--- src/rtl/websocket_frame_deframer_macros.svh ---
// ============================================================================
// WebSocket frame deframer assertion macros
// Shared concurrent assertion forms used by the deframer RTL.
// ============================================================================
`ifndef WEBSOCKET_FRAME_DEFRAMER_MACROS_SVH
`define WEBSOCKET_FRAME_DEFRAMER_MACROS_SVH

// Same-cycle implication, disabled while reset is asserted.
`define WSD_ASSERT_NOW(label, clk, rst_n, ante, cons) \
    label: assert property (@(posedge clk) disable iff (!(rst_n)) (ante) |-> (cons)) \
        else $error("deframer assertion failed");

// Next-cycle implication, disabled while reset is asserted.
`define WSD_ASSERT_NEXT(label, clk, rst_n, ante, cons) \
    label: assert property (@(posedge clk) disable iff (!(rst_n)) (ante) |=> (cons)) \
        else $error("deframer assertion failed");

`endif

--- src/rtl/wsd_pkg.sv ---
// ============================================================================
// WebSocket deframer package
// Parser phases, event codes, opcode values and the result struct.
// ============================================================================
`timescale 1ns / 1ps

package wsd_pkg;

    typedef enum logic [2:0] {
        PH_HDR0    = 3'd0,
        PH_HDR1    = 3'd1,
        PH_EXTLEN  = 3'd2,
        PH_KEY     = 3'd3,
        PH_PAYLOAD = 3'd4,
        PH_HALT    = 3'd5
    } t_phase;

    localparam logic [2:0] EV_DATA    = 3'd0;
    localparam logic [2:0] EV_PING    = 3'd1;
    localparam logic [2:0] EV_PONG    = 3'd2;
    localparam logic [2:0] EV_CLOSE   = 3'd3;
    localparam logic [2:0] EV_UNKNOWN = 3'd4;
    localparam logic [2:0] EV_BADLEN  = 3'd5;

    localparam logic [3:0] OP_CONT   = 4'h0;
    localparam logic [3:0] OP_TEXT   = 4'h1;
    localparam logic [3:0] OP_BINARY = 4'h2;
    localparam logic [3:0] OP_CLOSE  = 4'h8;
    localparam logic [3:0] OP_PING   = 4'h9;
    localparam logic [3:0] OP_PONG   = 4'hA;

    localparam logic [6:0] LEN_EXT16 = 7'd126;
    localparam logic [6:0] LEN_EXT64 = 7'd127;

    // Extended length byte counts, modulo eight as the 3-bit counter sees them.
    localparam logic [2:0] EXT16_BYTES = 3'd2;
    localparam logic [2:0] EXT64_BYTES = 3'd0;
    localparam logic [2:0] KEY_BYTES   = 3'd4;

    typedef struct packed {
        logic       valid;
        logic [2:0] event_res;
        logic       has_byte;
        logic [7:0] payload_byte;
        logic       msg_last;
        logic       frame_end;
    } t_result;

    function automatic logic [2:0] opcode_event(input logic [3:0] opcode);
        logic [2:0] ev;
        case (opcode)
            OP_CONT, OP_TEXT, OP_BINARY: ev = EV_DATA;
            OP_PING:                     ev = EV_PING;
            OP_PONG:                     ev = EV_PONG;
            OP_CLOSE:                    ev = EV_CLOSE;
            default:                     ev = EV_UNKNOWN;
        endcase
        return ev;
    endfunction

endpackage

--- src/rtl/wsd_parser.sv ---
// ============================================================================
// WebSocket deframer byte parser
// Holds the frame state and turns each accepted byte into at most one result.
// ============================================================================
`timescale 1ns / 1ps
`include "websocket_frame_deframer_macros.svh"

module wsd_parser
    import wsd_pkg::*;
(
    input  logic       i_clk,
    input  logic       i_rst_n,
    input  logic       i_accept,
    input  logic [7:0] i_rx_byte,
    output t_result    o_res
);

    t_phase      r_phase, n_phase;
    logic [2:0]  r_header_count, n_header_count;
    logic [63:0] r_payload_left, n_payload_left;
    logic [31:0] r_mask_key, n_mask_key;
    logic        r_mask_on, n_mask_on;
    logic [3:0]  r_frame_opcode, n_frame_opcode;
    logic        r_fin_flag, n_fin_flag;
    logic [1:0]  r_key_index, n_key_index;
    logic [6:0]  r_short_length, n_short_length;

    logic [2:0]  frame_ev;
    logic [7:0]  key_byte;
    logic        hdr_done;
    logic        last_byte;
    logic [2:0]  ext_need;
    t_result     res;

    assign frame_ev  = opcode_event(r_frame_opcode);
    assign last_byte = (r_payload_left == 64'd1);
    assign ext_need  = (r_short_length == LEN_EXT16) ? EXT16_BYTES : EXT64_BYTES;

    always_comb begin
        case (r_key_index)
            2'd0:    key_byte = r_mask_key[31:24];
            2'd1:    key_byte = r_mask_key[23:16];
            2'd2:    key_byte = r_mask_key[15:8];
            default: key_byte = r_mask_key[7:0];
        endcase
    end

    always_comb begin
        n_phase        = r_phase;
        n_header_count = r_header_count;
        n_payload_left = r_payload_left;
        n_mask_key     = r_mask_key;
        n_mask_on      = r_mask_on;
        n_frame_opcode = r_frame_opcode;
        n_fin_flag     = r_fin_flag;
        n_key_index    = r_key_index;
        n_short_length = r_short_length;
        hdr_done       = 1'b0;
        res            = '0;

        case (r_phase)
            PH_HDR0: begin
                n_fin_flag     = i_rx_byte[7];
                n_frame_opcode = i_rx_byte[3:0];
                n_phase        = PH_HDR1;
            end
            PH_HDR1: begin
                n_mask_on      = i_rx_byte[7];
                n_short_length = i_rx_byte[6:0];
                n_header_count = 3'd0;
                n_mask_key     = 32'd0;
                if (i_rx_byte[6:0] == LEN_EXT16 || i_rx_byte[6:0] == LEN_EXT64) begin
                    n_payload_left = 64'd0;
                    n_phase        = PH_EXTLEN;
                end else begin
                    n_payload_left = {57'd0, i_rx_byte[6:0]};
                    if (i_rx_byte[7]) begin
                        n_phase = PH_KEY;
                    end else begin
                        hdr_done = 1'b1;
                    end
                end
            end
            PH_EXTLEN: begin
                n_payload_left = {r_payload_left[55:0], i_rx_byte};
                n_header_count = r_header_count + 3'd1;
                if (n_header_count == ext_need) begin
                    n_header_count = 3'd0;
                    if (ext_need == EXT64_BYTES && n_payload_left[63]) begin
                        n_phase         = PH_HALT;
                        res.valid       = 1'b1;
                        res.event_res   = EV_BADLEN;
                    end else if (r_mask_on) begin
                        n_phase = PH_KEY;
                    end else begin
                        hdr_done = 1'b1;
                    end
                end
            end
            PH_KEY: begin
                n_mask_key     = {r_mask_key[23:0], i_rx_byte};
                n_header_count = r_header_count + 3'd1;
                if (n_header_count == KEY_BYTES) begin
                    n_header_count = 3'd0;
                    hdr_done       = 1'b1;
                end
            end
            PH_PAYLOAD: begin
                n_key_index    = r_key_index + 2'd1;
                n_payload_left = r_payload_left - 64'd1;
                if (last_byte) begin
                    n_phase = PH_HDR0;
                end
                if (frame_ev == EV_DATA || frame_ev == EV_PING) begin
                    res.valid        = 1'b1;
                    res.event_res    = frame_ev;
                    res.has_byte     = 1'b1;
                    res.payload_byte = r_mask_on ? (i_rx_byte ^ key_byte) : i_rx_byte;
                    res.msg_last     = (frame_ev == EV_DATA) && last_byte && r_fin_flag;
                    res.frame_end    = last_byte;
                end else if (last_byte) begin
                    res.valid     = 1'b1;
                    res.event_res = frame_ev;
                    res.frame_end = 1'b1;
                end
            end
            PH_HALT: begin
                n_phase = PH_HALT;
            end
            default: begin
                n_phase = PH_HDR0;
            end
        endcase

        // Header finished: start the payload or close an empty frame here.
        if (hdr_done) begin
            n_key_index = 2'd0;
            if (n_payload_left != 64'd0) begin
                n_phase = PH_PAYLOAD;
            end else begin
                n_phase = PH_HDR0;
                if (frame_ev != EV_DATA || r_fin_flag) begin
                    res.valid     = 1'b1;
                    res.event_res = frame_ev;
                    res.msg_last  = (frame_ev == EV_DATA);
                    res.frame_end = 1'b1;
                end
            end
        end
    end

    always_ff @(posedge i_clk) begin
        if (!i_rst_n) begin
            r_phase        <= PH_HDR0;
            r_header_count <= 3'd0;
            r_payload_left <= 64'd0;
            r_mask_key     <= 32'd0;
            r_mask_on      <= 1'b0;
            r_frame_opcode <= 4'd0;
            r_fin_flag     <= 1'b0;
            r_key_index    <= 2'd0;
            r_short_length <= 7'd0;
        end else if (i_accept) begin
            r_phase        <= n_phase;
            r_header_count <= n_header_count;
            r_payload_left <= n_payload_left;
            r_mask_key     <= n_mask_key;
            r_mask_on      <= n_mask_on;
            r_frame_opcode <= n_frame_opcode;
            r_fin_flag     <= n_fin_flag;
            r_key_index    <= n_key_index;
            r_short_length <= n_short_length;
        end
    end

    assign o_res = res;

    // A bad length stops the parser for good.
    `WSD_ASSERT_NEXT(a_halt_sticky, i_clk, i_rst_n, r_phase == PH_HALT, r_phase == PH_HALT)
    // While in the payload phase there is always at least one byte left.
    `WSD_ASSERT_NOW(a_payload_nonzero, i_clk, i_rst_n, r_phase == PH_PAYLOAD, r_payload_left != 64'd0)
    // Payload bytes only come out of the payload phase.
    `WSD_ASSERT_NOW(a_byte_in_payload, i_clk, i_rst_n, res.valid && res.has_byte, r_phase == PH_PAYLOAD)
    // A message can only end together with its frame.
    `WSD_ASSERT_NOW(a_msg_end_frame, i_clk, i_rst_n, res.valid && res.msg_last, res.frame_end)

endmodule

--- src/rtl/websocket_frame_deframer.sv ---
// ============================================================================
// WebSocket frame deframer
// Parses received frames one byte at a time, unmasks payload bytes and
// streams them out with data, ping and control events.
// ============================================================================
//
//   Channel  Direction  Handshake                 Payload
//   rx       in         i_rx_valid / o_rx_ready   i_rx_byte
//   res      out        o_res_valid / i_res_ready o_event_res, o_has_byte,
//                                                 o_payload_byte,
//                                                 o_msg_last, o_frame_end
//
// One received byte is taken per cycle while o_rx_ready is high. Its whole
// effect on the frame state is worked out combinationally while it is
// offered, and its result, if any, is captured in the output register at
// the accepting edge, so the result beat is offered from the next cycle on.
// The output register takes a new result while the previous one leaves in
// the same cycle, so back-pressure on the result side stalls the input only
// while a result is held and not being taken.
// Header bytes ahead of the last one and silent payload bytes of pong, close
// and unknown frames produce no result beat; they still pass at the full rate.
// Reset (synchronous, active low) puts the parser at the first header byte
// and empties the output register. After a bad 64-bit length the block
// keeps taking bytes but drops them until the next reset.
`timescale 1ns / 1ps

module websocket_frame_deframer
    import wsd_pkg::*;
(
    input  logic       i_clk,
    input  logic       i_rst_n,
    input  logic       i_rx_valid,
    output logic       o_rx_ready,
    input  logic [7:0] i_rx_byte,
    output logic       o_res_valid,
    input  logic       i_res_ready,
    output logic [2:0] o_event_res,
    output logic       o_has_byte,
    output logic [7:0] o_payload_byte,
    output logic       o_msg_last,
    output logic       o_frame_end
);

    t_result    res;
    logic       rx_accept;

    logic       r_out_valid;
    logic [2:0] r_event_res;
    logic       r_has_byte;
    logic [7:0] r_payload_byte;
    logic       r_msg_last;
    logic       r_frame_end;

    // Room for a new beat when the output register is empty or draining now.
    assign o_rx_ready = !r_out_valid || i_res_ready;
    assign rx_accept  = i_rx_valid && o_rx_ready;

    wsd_parser u_parser (
        .i_clk     (i_clk),
        .i_rst_n   (i_rst_n),
        .i_accept  (rx_accept),
        .i_rx_byte (i_rx_byte),
        .o_res     (res)
    );

    always_ff @(posedge i_clk) begin
        if (!i_rst_n) begin
            r_out_valid <= 1'b0;
        end else if (rx_accept) begin
            r_out_valid <= res.valid;
        end else if (i_res_ready) begin
            r_out_valid <= 1'b0;
        end
    end

    // Result payload is loaded only when a new result beat is produced.
    always_ff @(posedge i_clk) begin
        if (rx_accept && res.valid) begin
            r_event_res    <= res.event_res;
            r_has_byte     <= res.has_byte;
            r_payload_byte <= res.payload_byte;
            r_msg_last     <= res.msg_last;
            r_frame_end    <= res.frame_end;
        end
    end

    assign o_res_valid    = r_out_valid;
    assign o_event_res    = r_event_res;
    assign o_has_byte     = r_has_byte;
    assign o_payload_byte = r_payload_byte;
    assign o_msg_last     = r_msg_last;
    assign o_frame_end    = r_frame_end;

endmodule

--- config.mk ---
export PLATFORM = sky130hd
export DESIGN_NAME = websocket_frame_deframer
export DESIGN_NICKNAME = d
export VERILOG_FILES = /design/src/rtl/wsd_pkg.sv /design/src/rtl/wsd_parser.sv /design/src/rtl/websocket_frame_deframer.sv
export VERILOG_INCLUDE_DIRS = /design/src /design/src/rtl
export SDC_FILE = /design/constraint.sdc
export NUM_CORES = 1
export LEC_CHECK = 0
export BUFFER_PORTS_ARGS = -buffer_cell sky130_fd_sc_hd__buf_2
export CORE_UTILIZATION = 35
export DETAILED_ROUTE_END_ITERATION = 10
export GPL_TIMING_DRIVEN = 1
export PLACE_DENSITY_LB_ADDON = 0.08
export REMOVE_ABC_BUFFERS = 1
export SLEW_MARGIN = 20
export SYNTH_ARGS = -nofsm -noshare
export SYNTH_HDL_FRONTEND = slang
export SYNTH_SLANG_ARGS = --single-unit
--- constraint.sdc ---
create_clock -name i_clk -period 5.05 [get_ports i_clk]
set_clock_uncertainty 0.1 [all_clocks]
set_input_delay 0.2525 -clock i_clk [delete_from_list [all_inputs] [get_ports i_clk]]
set_output_delay 0.2525 -clock i_clk [all_outputs]
set_load 0.05 [all_outputs]
Word-level counts from Yosys, hierarchy flattened:

Cells that the tools add are included.

* flip-flop bits (word level): 132
* input bits: 12
* output and inout bits: 16
* word-level logic and storage cells: 117

* $add $sub $neg: 3
* eq/ne operators: 24
* muxes and demuxes: 45
* bitwise gates (word level): 1
* reductions and logical operators: 29

Operators with widths (count)
* one-hot mux 64 bit (3 select lines): 1
* == test 64 x 1 -> 1 bit (second input constant): 1
* one-hot mux 32 bit (2 select lines): 1
* nonzero test 64 bit: 1
* subtractor 64 x 1 -> 64 bit (second input constant): 1
* 2-to-1 mux 3 bit: 10
* 2-to-1 mux 4 bit: 7
* one-hot mux 8 bit (3 select lines): 1
* == test 7 bit (second input constant): 3
* one-hot mux 3 bit (6 select lines): 1
* 2-to-1 mux 2 bit: 7
* == test 4 bit (second input constant): 3
* one-hot mux 3 bit (4 select lines): 1
* AND reduction 2 bit: 6
* 2-to-1 mux 1 bit: 10
* 2-to-1 mux 10 bit: 1
* == test 3 bit (second input constant): 3
* zero test 3 bit: 3
* one-hot mux 3 bit (3 select lines): 1
* 2-to-1 mux 8 bit: 1
* one-hot mux 4 bit (2 select lines): 1
* bitwise XOR 8 bit: 1
* 2-to-1 mux 7 bit: 1
* == test 3 x 1 -> 1 bit (second input constant): 2
* 22 further kinds: 34

Longest topological paths before layout:

* depth after elaboration: 11
* mapped depth: 14
* gate-level depth less buffers: 12

By module:

A second synthesis with hierarchy kept.

* cell total of the unflattened synthesis: 1236
* area, all modules: 9157.5 um2

By module, submodules not included
* wsd_parser: instances 1, cells an instance 1216, area each 8665.8 um2, sequential area each 2342.2 um2
* websocket_frame_deframer: instances 1, cells an instance 20, area each 491.7 um2, sequential area each 440.4 um2

Least setup slack after synthesis:

OpenSTA, ideal clock, no wires.

* path kind: register to register
* from: register u_parser.r_payload_left[0]
* to: register r_event_res[0] (netlist: o_event_res[0]) (enable)
* setup time: 390 ps
* arrival time: 4658 ps
* required time: 4560 ps
* setup slack: -98 ps
* stages on the path, launching flop included: 13
* path buffers: 2
* period minus slack after synthesis: 5148 ps
* cell sequence: dfxtp_1 > buf_6 > or4_1 > buf_2 > or4_4 > or4_4 > or2_4 > o311ai_2 > o211ai_1 > or4_1 > or4_4 > nand4bb_1 > a21oi_1

* longest elaborated chain between the ends: 8
* elaborated cells between the ends (all ways): 11
* those cells by class: add/sub: 1; eq/ne: 1; mux: 7; reduce/logical: 2

RTL lines
* start: declaration: line wsd_parser.sv:20 `logic [63:0] r_payload_left, n_payload_left;`
* start signal: assignment: line wsd_parser.sv:166 `r_payload_left <= n_payload_left;`
* parallel branches: the longest is 6 deep, another holds subtractor 64 x 1 -> 64 bit
* 2-to-1 mux 4 bit *: line wsd_parser.sv:136 `if (hdr_done) begin`
* logical AND 1 bit *: line websocket_frame_deframer.sv:78 `if (rx_accept && res.valid) begin`
* end signal: assignment: line websocket_frame_deframer.sv:79 `r_event_res <= res.event_res;`
* end: declaration: line websocket_frame_deframer.sv:48 `logic [2:0] r_event_res;`

Mark *: on every way between the ends.
A chain may end at the register's enable or synchronous reset.

Worst setup path after layout:

* from: register u_parser.r_payload_left[25]
* to: register r_event_res[1] (netlist: o_event_res[1]) (enable)

The elaborated chain is that of the path after synthesis.

==> results.md <==
* Result of the run: finished, final reports clean
* Number of DRC markers after the initial detailed-route iteration at between 1500 and 2000
* Clock buffers created by TritonCTS at 17
* Highest achievable clock rate at 207 MHz
* Number of hold-slack violations in the final timing report at 0
* Clock slew seen by the registers of the worst setup and hold paths at 0.07 ns
* Warning count from the yosys run at 0
* Post-Route Hold Slack at about 0.042 ns
* Number of nets with antenna violations after detailed routing at 0
* Number of top-level pins at 28
* Multi-input gate area at slightly below 6000 sq um
* Vias at 10721
* Endpoint of the most critical register-to-register path: o_event_res[1]$_DFFE_PP_
* Post-Synth Adder-Cell Area at 0.0109
* End point of the worst hold path: u_parser.r_short_length[0]$_SDFFE_PN0P_
* Starting density of the core at 0.360
* Mux cell area share after synthesis at 0.00327
* Final wirelength at between 40000 and 50000 microns
* Worst path required time at about 5.1 ns
* Max-slew violation count at 0
* Post-CTS repair timing setup buffer count at 0
* Register-to-Register Setup Slack at between 0.2 and 0.25 ns
* Hold bufs inserted after CTS at 0
* Die ar. at roughly 27000 sq um
* Synthesized cell area at approximately 9200 sq um
* Clock tree from TritonCTS: built
* Top cells by area in the synthesized netlist: sky130_fd_sc_hd__dfxtp_1, sky130_fd_sc_hd__nand2_1, sky130_fd_sc_hd__a21oi_1
* Total power density per cell area at around 340 nW/um^2
* Portion of the clock cycle consumed by the worst path in the final layout at 0.958
* Count of flip-flops with a built-in enable after synthesis at 14
* Largest family of logic cells by synthesized area: simple AND/OR/NAND/NOR gates
* Sequential fraction of the synthesis area at 0.303
* Count of cells along the worst hold path at 3
* Mean post-synth cell area at a little over 7 sq um
* # DRC at 0
* Die Span X at around 160 microns
* Via density per instance at 6.42
* Last weighted congestion value of the routability-driven placer at 1.03
* Critical path class: reg2reg
* Sequential standard cell area at ~2800 sq um
* Measured slew at the worst slew-check pin at approximately 0.95 ns
* Fraction of the mapped netlist area in simple logic gates at 0.340
* Maximum clock insertion buffer count at 2
* Count of buffers from port buffering at 27
* Design Power at ~0.0036 W
* Max-capacitance violation count at 0
* Synthesized-area fraction occupied by xor and xnor cells at 0.0143
* Slew headroom at 0.364
* Cell taking the most area after synthesis: sky130_fd_sc_hd__dfxtp_1
* Number of antenna violations at the first check in global routing at 0
* GRT Residual Overflow at 0
* Number of levels the H-tree was split into at 4
* Tmin final at ~4.8 ns
* Total global-route track usage at 0.319
* Critical Path Source Type: register
* CP Max Fanout at 14
* Layout overhead on the synthesized area at 16.3%
* Number of global-route vias before repair at ~9500
* Flop and latch count out of synthesis at around 130
* Root Buffer: sky130_fd_sc_hd__clkbuf_16
* Global-route wire length before repair at 62700 microns
* Post-synthesis compound-gate area fraction at 0.268
* Layout cells sized above 1 at 0.157
* Reg2reg start: u_parser.r_payload_left[25]$_SDFFE_PN0P_
* Number of setup violations in the final report at 0
* Worst Reg2Reg Path Length in Cells at 11
* Fraction of registers with async set or reset after synthesis at 0
* IR Drop Worst-Case VDD at between 0.2 and 0.25 mV
* Source-to-sink clock delay at the later pin of the worst-skew pair at between 0.4 and 0.5 ns
* Number of instances in the synthesized netlist at ~1300
* Unique cell type count in the Yosys netlist at 80
* Post-CTS resize count at 0
* Top flip-flop cell by instance count after synthesis: sky130_fd_sc_hd__dfxtp_1
* Share of the synthesized area in the top cell type at 0.257
* Critical Path AT at just under 5 ns
* Net count of the finished layout at ~1300
* Hold Startpoint: i_rx_byte[0]
* Height of the die at approximately 160 microns
* Placement Rows at 58
* Core area at 25500 sq um
* Number of filler cells placed in the layout at 2700
* TritonCTS Sinks at approximately 130
* Worst hold path class: in2reg
* Estimated wirelength of the detail-placed design at about 30000 microns
* Unrepaired setup endpoints after global routing: no
* Total leakage power at 3.90 nW
* Endpoint kind of the worst setup timing path: register
* Detailed-router iteration count before antenna repair at 6
* Pin count of the biggest net entering global routing at between 50 and 60
* Average routed wire per standard cell at about 25 microns
## cell usage after synthesis (5+ instances only)
| cell | number |
|---|---|
| sky130_fd_sc_hd__a21o_1 | 5 |
| sky130_fd_sc_hd__xnor2_1 | 7 |
| sky130_fd_sc_hd__clkbuf_1 | 110 |
| sky130_fd_sc_hd__nor3b_1 | 10 |
| sky130_fd_sc_hd__xor2_1 | 8 |
| sky130_fd_sc_hd__nor2b_1 | 5 |
| sky130_fd_sc_hd__or4_1 | 17 |
| sky130_fd_sc_hd__nand4_1 | 27 |
| sky130_fd_sc_hd__o221ai_1 | 5 |
| sky130_fd_sc_hd__inv_1 | 18 |
| sky130_fd_sc_hd__ha_1 | 8 |
| sky130_fd_sc_hd__nor3_1 | 53 |
| sky130_fd_sc_hd__a211o_1 | 5 |
| sky130_fd_sc_hd__o31ai_1 | 8 |
| sky130_fd_sc_hd__nand3_1 | 57 |
| sky130_fd_sc_hd__o21a_1 | 6 |
| sky130_fd_sc_hd__a21boi_0 | 20 |
| sky130_fd_sc_hd__a211oi_1 | 13 |
| sky130_fd_sc_hd__and2_1 | 20 |
| sky130_fd_sc_hd__a22oi_1 | 8 |
| sky130_fd_sc_hd__or3_1 | 16 |
| sky130_fd_sc_hd__buf_1 | 8 |
| sky130_fd_sc_hd__edfxtp_1 | 14 |
| sky130_fd_sc_hd__or2_2 | 6 |
| sky130_fd_sc_hd__nand3b_1 | 5 |
| sky130_fd_sc_hd__nand2_1 | 182 |
| sky130_fd_sc_hd__nand2b_1 | 12 |
| sky130_fd_sc_hd__o22ai_1 | 9 |
| sky130_fd_sc_hd__o211ai_1 | 8 |
| sky130_fd_sc_hd__a31oi_1 | 15 |
| sky130_fd_sc_hd__a221oi_1 | 6 |
| sky130_fd_sc_hd__nor4_1 | 37 |
| sky130_fd_sc_hd__and4_1 | 8 |
| sky130_fd_sc_hd__nor4b_1 | 5 |
| sky130_fd_sc_hd__o21ai_0 | 88 |
| sky130_fd_sc_hd__a222oi_1 | 8 |
| sky130_fd_sc_hd__nor2_1 | 114 |
| sky130_fd_sc_hd__a21oi_1 | 123 |
| sky130_fd_sc_hd__dfxtp_1 | 118 |
| sky130_fd_sc_hd__o211a_1 | 5 |
| sky130_fd_sc_hd__and3_1 | 9 |
## where the power goes
group          switching, W  internal, W
registers         0.0000691      0.00110
clock network      0.000588     0.000649
logic              0.000831     0.000408
## sequential cells by signal, indices dropped and copies added, names as in the netlist
register                 cells
u_parser.r_key_index         2
o_payload_byte               8
u_parser.r_mask_on           1
o_res_valid                  1
u_parser.r_fin_flag          1
u_parser.r_payload_left     64
o_has_byte                   1
u_parser.r_short_length      7
u_parser.r_header_count      3
o_frame_end                  1
u_parser.r_mask_key         32
u_parser.r_phase             3
u_parser.r_frame_opcode      4
o_msg_last                   1
o_event_res                  3
## worst max-delay path by stage
stage                                        startpoint                               to  slack (ns)  cells past startpoint
2_1_floorplan          u_parser.r_phase[1]$_SDFFE_PN0P_         o_event_res[0]$_DFFE_PP_       -2.34                      8
3_3_place_gp    u_parser.r_payload_left[7]$_SDFFE_PN0P_  o_payload_byte[3]$_SDFFCE_PN0P_        0.32                     11
3_5_place_dp   u_parser.r_payload_left[25]$_SDFFE_PN0P_  o_payload_byte[3]$_SDFFCE_PN0P_        0.27                     11
4_1_cts        u_parser.r_payload_left[25]$_SDFFE_PN0P_         o_event_res[1]$_DFFE_PP_        0.25                     11
5_1_grt        u_parser.r_payload_left[25]$_SDFFE_PN0P_         o_has_byte$_SDFFCE_PN0P_        0.03                     11
6_report       u_parser.r_payload_left[25]$_SDFFE_PN0P_         o_event_res[1]$_DFFE_PP_        0.21                     11
## cells by family after synthesis
group	Yosys count
fa+ha+maj	8
xor+xnor	15
buf+inv	144
compound gates	383
mux	3
simple gates	610
flops	132
## layout by cell type (no fill, tap or decap), types with 13 or more instances in the layout
master                      count
sky130_fd_sc_hd__nor2_1       114
sky130_fd_sc_hd__nand4_1       27
sky130_fd_sc_hd__buf_2         27
sky130_fd_sc_hd__buf_4        109
sky130_fd_sc_hd__o21ai_0       88
sky130_fd_sc_hd__or4_1         17
sky130_fd_sc_hd__and2_1        19
sky130_fd_sc_hd__nand3_1       57
sky130_fd_sc_hd__or3_1         16
sky130_fd_sc_hd__a21boi_0      20
sky130_fd_sc_hd__edfxtp_1      14
sky130_fd_sc_hd__nand2_1      180
sky130_fd_sc_hd__nor3_1        51
sky130_fd_sc_hd__inv_1         18
sky130_fd_sc_hd__a31oi_1       15
sky130_fd_sc_hd__dfxtp_1      116
sky130_fd_sc_hd__clkbuf_16     17
sky130_fd_sc_hd__a21oi_1      123
sky130_fd_sc_hd__a211oi_1      13
sky130_fd_sc_hd__nor4_1        37
## final cells by class
| class | instances | area share |
|---|---|---|
| flip-flops and latches | 132 | 0.261 |
| multi-input cells | 1019 | 0.550 |
| clock buffers | 17 | 0.0398 |
| diodes | 1 | 0.000234 |
| well taps | 330 | 0.0387 |
| clock inverters | 15 | 0.0128 |
| inverters | 20 | 0.00703 |
| repair buffers | 137 | 0.0911 |
## per-layer routing
layer  vias up  global-route usage  share of wire  wire length, microns
li1       4861                   -              -                     -
met2       665               0.452           0.41                 17300
met5         -                   0              0                     0
met1      5083               0.454           0.45                 19000
met3       112              0.0826           0.10                  4450
met4         0               0.123          0.038                  1590
## critical path: stages (launching register included)
cell	delay, ns
sky130_fd_sc_hd__dfxtp_1	0.40
sky130_fd_sc_hd__or4_1	0.60
sky130_fd_sc_hd__or3_1	0.50
sky130_fd_sc_hd__or3_1	0.49
sky130_fd_sc_hd__or2_4	0.30
sky130_fd_sc_hd__o311ai_2	0.21
sky130_fd_sc_hd__o211ai_1	0.17
sky130_fd_sc_hd__or4_1	0.56
sky130_fd_sc_hd__or4_4	0.56
sky130_fd_sc_hd__nand4bb_1	0.21
sky130_fd_sc_hd__a21oi_1	0.18
sky130_fd_sc_hd__buf_4	0.24
## through the flow
stage	cells	setup TNS, ns	cell area (sq um)	setup slack [ns]	util
after global placement	1638	0	10100	0.317	0.397
after detailed placement	1638	0	10100	0.265	0.397
final	1671	0	10700	0.213	0.419
after global routing	1670	0	10700	0.0321	0.419
after floorplan	1171	-41.84	8700	-2.34	-
after CTS	1670	0	10700	0.247	0.419
Note: power is estimated with default switching activity, not from simulation.
